`config.mk`:
```
export PLATFORM = sky130hd
export DESIGN_NAME = multiset_permutation_generator_unit
export DESIGN_NICKNAME = d
export VERILOG_FILES = /design/src/sv/mpg_pkg.sv /design/src/sv/mpg_sort.sv /design/src/sv/mpg_lane.sv /design/src/sv/mpg_merge.sv /design/src/sv/multiset_permutation_generator_unit.sv
export SDC_FILE = /design/constraint.sdc
export NUM_CORES = 1
export LEC_CHECK = 0
export ABC_AREA = 1
export BUFFER_PORTS_ARGS = -buffer_cell sky130_fd_sc_hd__buf_2
export CORE_ASPECT_RATIO = 1.1
export CORE_MARGIN = 2
export CORE_UTILIZATION = 50
export CTS_BUF_LIST = sky130_fd_sc_hd__clkbuf_4 sky130_fd_sc_hd__clkbuf_8
export CTS_CLUSTER_DIAMETER = 30
export DETAILED_ROUTE_END_ITERATION = 6
export GPL_ROUTABILITY_DRIVEN = 0
export GPL_TIMING_DRIVEN = 0
export PLACE_DENSITY = 0.7
export RECOVER_POWER = 25
export REMOVE_ABC_BUFFERS = 1
export SYNTH_ARGS = -nofsm -noshare
export SYNTH_HDL_FRONTEND = slang
export SYNTH_SLANG_ARGS = --single-unit
```
`constraint.sdc`:
```
create_clock -name clk -period 11.34 [get_ports clk]
set_input_delay 1.701 -clock clk [delete_from_list [all_inputs] [get_ports clk]]
set_output_delay 1.701 -clock clk [all_outputs]
set_load 0.05 [all_outputs]
```
`src/sv/mpg_pkg.sv`:
```
package mpg_pkg;

  localparam int VALUE_BITS = 8;
  localparam int SLOTS      = 4;
  localparam int PIVOTS     = SLOTS - 1;

  typedef logic [VALUE_BITS-1:0] val_t;
  typedef val_t [SLOTS-1:0]      order_t;

  typedef struct packed {
    val_t value_a;
    val_t value_b;
    val_t value_c;
    val_t value_d;
  } item_t;

  typedef struct packed {
    val_t perm_a;
    val_t perm_b;
    val_t perm_c;
    val_t perm_d;
    logic is_last;
  } result_t;

  // What one pivot lane proposes as the next arrangement.
  typedef struct packed {
    logic   found;
    order_t order;
  } lane_res_t;

  // Merged step: the next arrangement, or last when no lane found a pivot.
  typedef struct packed {
    logic   last;
    order_t order;
  } step_t;

endpackage

```
`src/sv/mpg_sort.sv`:
```
module mpg_sort (
  input  mpg_pkg::order_t unsorted,
  output mpg_pkg::order_t sorted
);
  import mpg_pkg::*;

  order_t s1;
  order_t s2;

  // Five compare-exchange cells of a four-input sorting network.
  always_comb begin
    s1 = unsorted;
    if (s1[0] > s1[1]) begin
      s1[0] = unsorted[1];
      s1[1] = unsorted[0];
    end
    if (s1[2] > s1[3]) begin
      s1[2] = unsorted[3];
      s1[3] = unsorted[2];
    end

    s2 = s1;
    if (s1[0] > s1[2]) begin
      s2[0] = s1[2];
      s2[2] = s1[0];
    end
    if (s1[1] > s1[3]) begin
      s2[1] = s1[3];
      s2[3] = s1[1];
    end

    sorted = s2;
    if (s2[1] > s2[2]) begin
      sorted[1] = s2[2];
      sorted[2] = s2[1];
    end
  end

endmodule

```
`src/sv/mpg_lane.sv`:
```
module mpg_lane #(
  parameter int PIVOT = 0
) (
  input  mpg_pkg::order_t   cur,
  output mpg_pkg::lane_res_t res
);
  import mpg_pkg::*;

  logic [1:0] succ;
  order_t     swapped;

  // This lane assumes its own slot is the pivot and builds the next
  // arrangement from that guess; the merge keeps the rightmost true pivot.
  always_comb begin
    succ = 2'(PIVOT + 1);
    for (int j = PIVOT + 1; j < SLOTS; j++) begin
      if (cur[j] > cur[PIVOT]) begin
        succ = 2'(j);
      end
    end

    swapped          = cur;
    swapped[PIVOT]   = cur[succ];
    swapped[succ]    = cur[PIVOT];

    res.found = cur[PIVOT] < cur[PIVOT+1];
    res.order = swapped;
    for (int i = PIVOT + 1; i < SLOTS; i++) begin
      res.order[i] = swapped[PIVOT + SLOTS - i];
    end
  end

endmodule

```
`src/sv/mpg_merge.sv`:
```
module mpg_merge (
  input  mpg_pkg::order_t                    cur,
  input  mpg_pkg::lane_res_t [mpg_pkg::PIVOTS-1:0] lanes,
  output mpg_pkg::step_t                     step
);
  import mpg_pkg::*;

  always_comb begin
    step.last  = 1'b0;
    step.order = cur;
    priority if (lanes[2].found) begin
      step.order = lanes[2].order;
    end else if (lanes[1].found) begin
      step.order = lanes[1].order;
    end else if (lanes[0].found) begin
      step.order = lanes[0].order;
    end else begin
      step.last = 1'b1;
    end
  end

endmodule

```
`src/sv/multiset_permutation_generator_unit.sv`:
```
// Multiset permutation generator.
// A word of four unsigned values is taken on item when start is high and
// busy is low. The block sorts the word and then produces every distinct
// arrangement of it in lexicographic order, the sorted one first. Each
// arrangement appears on result for exactly one cycle with strobe high;
// result.is_last marks the greatest arrangement, the final word of the item.
// The combinational sorting network orders the word on item, which is
// loaded into cur at the accepting edge and then registered as the first
// result; the rest follow one per cycle with no gaps. An item has N
// distinct arrangements (1 to 24), produced by one next-permutation step
// per cycle, each decided by three pivot lanes working in parallel and a merge.
// busy drops while the last result is on the port, so a new item can be
// accepted in that cycle. The receiver cannot stall; it must take each
// word in the cycle it is shown. Synchronous reset clears busy and strobe
// and abandons any item in progress.
module multiset_permutation_generator_unit (
  input  logic             clk,
  input  logic             rst,
  input  logic             start,
  output logic             busy,
  input  mpg_pkg::item_t   item,
  output mpg_pkg::result_t result,
  output logic             strobe
);
  import mpg_pkg::*;

  order_t                in_order;
  order_t                sorted;
  order_t                cur;
  logic                  generating;
  lane_res_t [PIVOTS-1:0] lanes;
  step_t                 step;
  logic                  accept;

  assign in_order = '{item.value_d, item.value_c, item.value_b, item.value_a};
  assign accept   = start && !busy;
  assign busy     = generating;

  mpg_sort u_sort (
    .unsorted (in_order),
    .sorted   (sorted)
  );

  for (genvar p = 0; p < PIVOTS; p++) begin : g_lane
    mpg_lane #(.PIVOT(p)) u_lane (
      .cur (cur),
      .res (lanes[p])
    );
  end

  mpg_merge u_merge (
    .cur   (cur),
    .lanes (lanes),
    .step  (step)
  );

  always_ff @(posedge clk) begin
    if (rst) begin
      generating <= 1'b0;
      strobe     <= 1'b0;
    end else begin
      strobe <= generating;
      if (accept) begin
        generating <= 1'b1;
      end else if (generating && step.last) begin
        generating <= 1'b0;
      end
    end
  end

  always_ff @(posedge clk) begin
    if (accept) begin
      cur <= sorted;
    end else if (generating) begin
      cur <= step.order;
    end
    if (generating) begin
      result.perm_a  <= cur[0];
      result.perm_b  <= cur[1];
      result.perm_c  <= cur[2];
      result.perm_d  <= cur[3];
      result.is_last <= step.last;
    end
  end

  a_strobe_from_work: assert property (@(posedge clk) disable iff (rst)
    strobe |-> $past(busy))
    else $error("result word shown without work in progress");

  a_no_gap: assert property (@(posedge clk) disable iff (rst)
    (strobe && !result.is_last) |=> strobe)
    else $error("gap inside an item's result sequence");

  a_last_ends: assert property (@(posedge clk) disable iff (rst)
    (strobe && result.is_last) |=> !strobe)
    else $error("result word after the last arrangement");

  a_accept_busy: assert property (@(posedge clk) disable iff (rst)
    (start && !busy) |=> busy)
    else $error("accepted item did not start work");

endmodule

```
==> impl_metrics.py <==
metrics = {
    "timing": {
        "finalSetupViolations": 0,
        "slew_violations": 37,
        "worst_slew_pin_slew_ns": 1.55,
        "clock_skew_ns": 0.00446,
        "hold_viol_final": 0,
        "worst_slack_ns": 4.02,
        "timing.final.crit_share": 0.645,
        "grt_setup_unrepaired": "false",
        "slew_headroom": -0.0342,
        "clock.fmax_ghz": 0.137,
        "tns_ns": 0,
        "fin_crit_ns": 7.32,
    },
    "hold_path": {
        "hp-class": "reg -> reg",
        "hold_depth": 0,
    },
    "global_routing": {
        "grt_pass1_wl_um": 26900,
        "antenna_found_initial": 0,
        "first_global_vias": 5416,
        "track_usage": 0.246,
        "grt.overflow.total": 0,
        "grt_max_degree": 44,
    },
    "synth": {
        "synth_area_leader_cell": "edfxtp_1",
        "yosysMostFrequentCell": "nand2_1",
        "synth_top_family_by_area": "simple AND/OR/NAND/NOR gates",
        "synth_edf_count": 65,
        "synth_area_leaders": "edfxtp_1 (30%), ha_1 (16%), nand2_1 (11%)",
        "ys_ff_latch": 67,
        "ys_warn_count": 0,
        "synth_common_cells": "nand2_1 (188), inv_1 (117), ha_1 (82)",
        "yosys-mux-area-fraction": 0,
        "ys_async_sr_fraction": 0,
        "ys_seq_area_frac": 0.311,
        "yosys.area_share.simple": 0.255,
        "yosys.area.top_type_share": 0.305,
        "synth_fa_ha_area_frac": 0.160,
        "syn-cell-area_mm2": 0.00641,
        "synthXorXnorAreaFrac": 0,
        "avgSynthCellArea_um2": 7.50,
        "synth_compound_area_frac": 0.180,
        "ys.flop_type": "edfxtp_1",
        "synth.distinct_cells": 40,
        "synth_cells": 855,
    },
    "drt": {
        "avgRoutedWirePerCell_um": 15.3,
        "ant_nets": 0,
        "drt_iter0_drc": 501,
        "route.vias.total": 5998,
        "drc_errors": 0,
        "drtPass1Iterations": 5,
        "wl_um": 16400,
        "viasPerCell": 5.60,
    },
    "cts": {
        "clock-sinks": 67,
        "root_buffer": "clkbuf_8",
        "clk_latency_ns": 0.36,
        "cts_setup_buffers": 0,
        "cts_buffers": 9,
        "clockBufferDepth": 2,
        "cts_resized": 0,
        "hold_buffers": 0,
        "cts_tree": "built",
        "clk_pin_slew_ns": 0.06,
        "htree_num_levels": 3,
    },
    "job": {
        "max-cap-violations": 1,
    },
    "power": {
        "p_per_area_mw_per_mm2": 326,
        "p_leak_nw": 3.38,
        "peakVddDrop_uv": 236,
    },
    "run_status": {
        "violations": "max-capacitance violations, max-slew violations",
        "status": "finished with violations",
    },
    "placement": {
        "io_buffer_count": 69,
        "dp_slack_ns": 3.10,
        "hpwl_um": 12900,
    },
    "setup_path": {
        "rr_worst_depth": 7,
        "reg2reg_slack_ns": 6.78,
        "crit_type": "in -> reg",
        "cp-end-kind": "flop",
        "cp-start-kind": "input port",
        "arrival_ns": 7.42,
        "cp.required_ns": 11.44,
        "cp_max_fo": 29,
    },
    "floorplan": {
        "rows": 43,
        "initial_core_util": 0.509,
        "die_h_um": 123,
        "die_w_um": 112,
        "ios": 70,
        "core_mm2": 0.0126,
        "die_area_mm2": 0.0137,
    },
    "finish": {
        "layout-drive-gt1-share": 0.130,
        "syn2layout_area_growth_pct": 8.78,
        "diodes": 0,
        "fillers": 1286,
        "nets": 1027,
    },
}
-- cells by family after synthesis --
family          Yosys count
compound gates          199
fa+ha+maj                82
buf+inv                 149
flops                    67
simple gates            358
-- worst max-delay path: stages --
cell and delay (ns):
buf_2 0.09, inv_1 0.05, ha_1 0.29, nand2_1 0.08, nor2_2 0.17, nand2_1 0.09
nand2_2 0.09, nand2_2 0.27, o21ai_0 0.51, inv_1 0.09, ha_1 0.30, a21oi_1 0.16
nor2_1 0.06, a211oi_1 0.62, nand2_4 0.22, nand2_4 0.26, nand2_1 0.13, nand2_1 0.08
ha_1 0.24, a21oi_1 0.18, nor2_1 0.06, a211oi_1 0.26, a32oi_1 0.29, buf_4 0.30
inv_1 0.42, nand3_1 0.13, nand3_1 0.13, nand2_1 0.10
-- layout make-up --
type                            instances  area (um^2)  area share
Clock buffer                           11          139      0.0199
Clock inverter                          5         20.0     0.00287
Inverter                              122          458      0.0657
Multi-Input combinational cell        639         3810       0.546
Sequential cell                        67         1990       0.286
Tap cell                              157          196      0.0282
Timing Repair Buffer                   71          358      0.0513
-- worst paths after layout --
| path | from | end |
|---|---|---|
| setup / recovery | item[7] | cur[14]$_DFFE_PP_ |
| hold / removal | cur[9]$_DFFE_PP_ | result[18]$_DFFE_PP_ |
| setup reg to reg | busy$_SDFFE_PP0P_ | cur[17]$_DFFE_PP_ |
| hold reg to reg | cur[9]$_DFFE_PP_ | result[18]$_DFFE_PP_ |
-- state kept, by name, summed over array words and instances, names as in the netlist --
register and count:
strobe 1, busy 1, cur 32, result 33
-- power breakdown --
part           total [mW]  internal, mW  switching, mW
clock               0.167        0.0807         0.0864
sequential          0.567         0.439          0.128
combinational        1.54         0.489           1.05
-- stage by stage --
stage / std cells / power, mW / instance area [um^2] / util / hold WS, ns
6_report: 1072 / 2.27 / 6970 / 0.554 / 0.558
5_1_grt: 1072 / 2.50 / 6970 / 0.554 / 0.569
4_1_cts: 1070 / 2.25 / 6960 / 0.553 / 0.556
3_5_place_dp: 1054 / 2.08 / 6800 / 0.540 / 0.542
3_3_place_gp: 1054 / 2.06 / 6800 / 0.540 / 0.536
2_1_floorplan: 828 / 1.65 / 6260 / - / 0.481
-- layout by cell type, fill, tap and decap left out, types with 4 or more instances in the layout --
cell type,netlist,routed
ha_1,82,82
nor2_2,5,5
o22ai_1,11,11
edfxtp_1,65,65
a221oi_1,6,6
nor2_1,42,42
o21ai_1,19,19
buf_2,5,70
clkbuf_8,0,9
a22o_1,7,7
nand2_1,188,188
nand3_1,79,79
o211ai_1,11,11
a211oi_1,4,4
clkinv_1,1,5
inv_1,117,117
nor3_1,5,5
nand4_1,5,5
nand2_4,11,11
nand2_2,10,10
o21ai_0,77,77
a21oi_1,45,45
inv_2,4,4
and2_1,9,9
-- per-layer routing --
| metal | part of all wire | GRT usage | wire length [um] | vias to the layer above |
|---|---|---|---|---|
| met5 | 0 | 0 | 0 | - |
| met4 | 0.029 | 0.110 | 482 | 0 |
| met3 | 0.073 | 0.0356 | 1200 | 39 |
| met2 | 0.47 | 0.415 | 7660 | 250 |
| met1 | 0.43 | 0.317 | 7040 | 2657 |
| li1 | - | - | - | 3052 |
No activity file was read; power rests on OpenSTA's default activity.
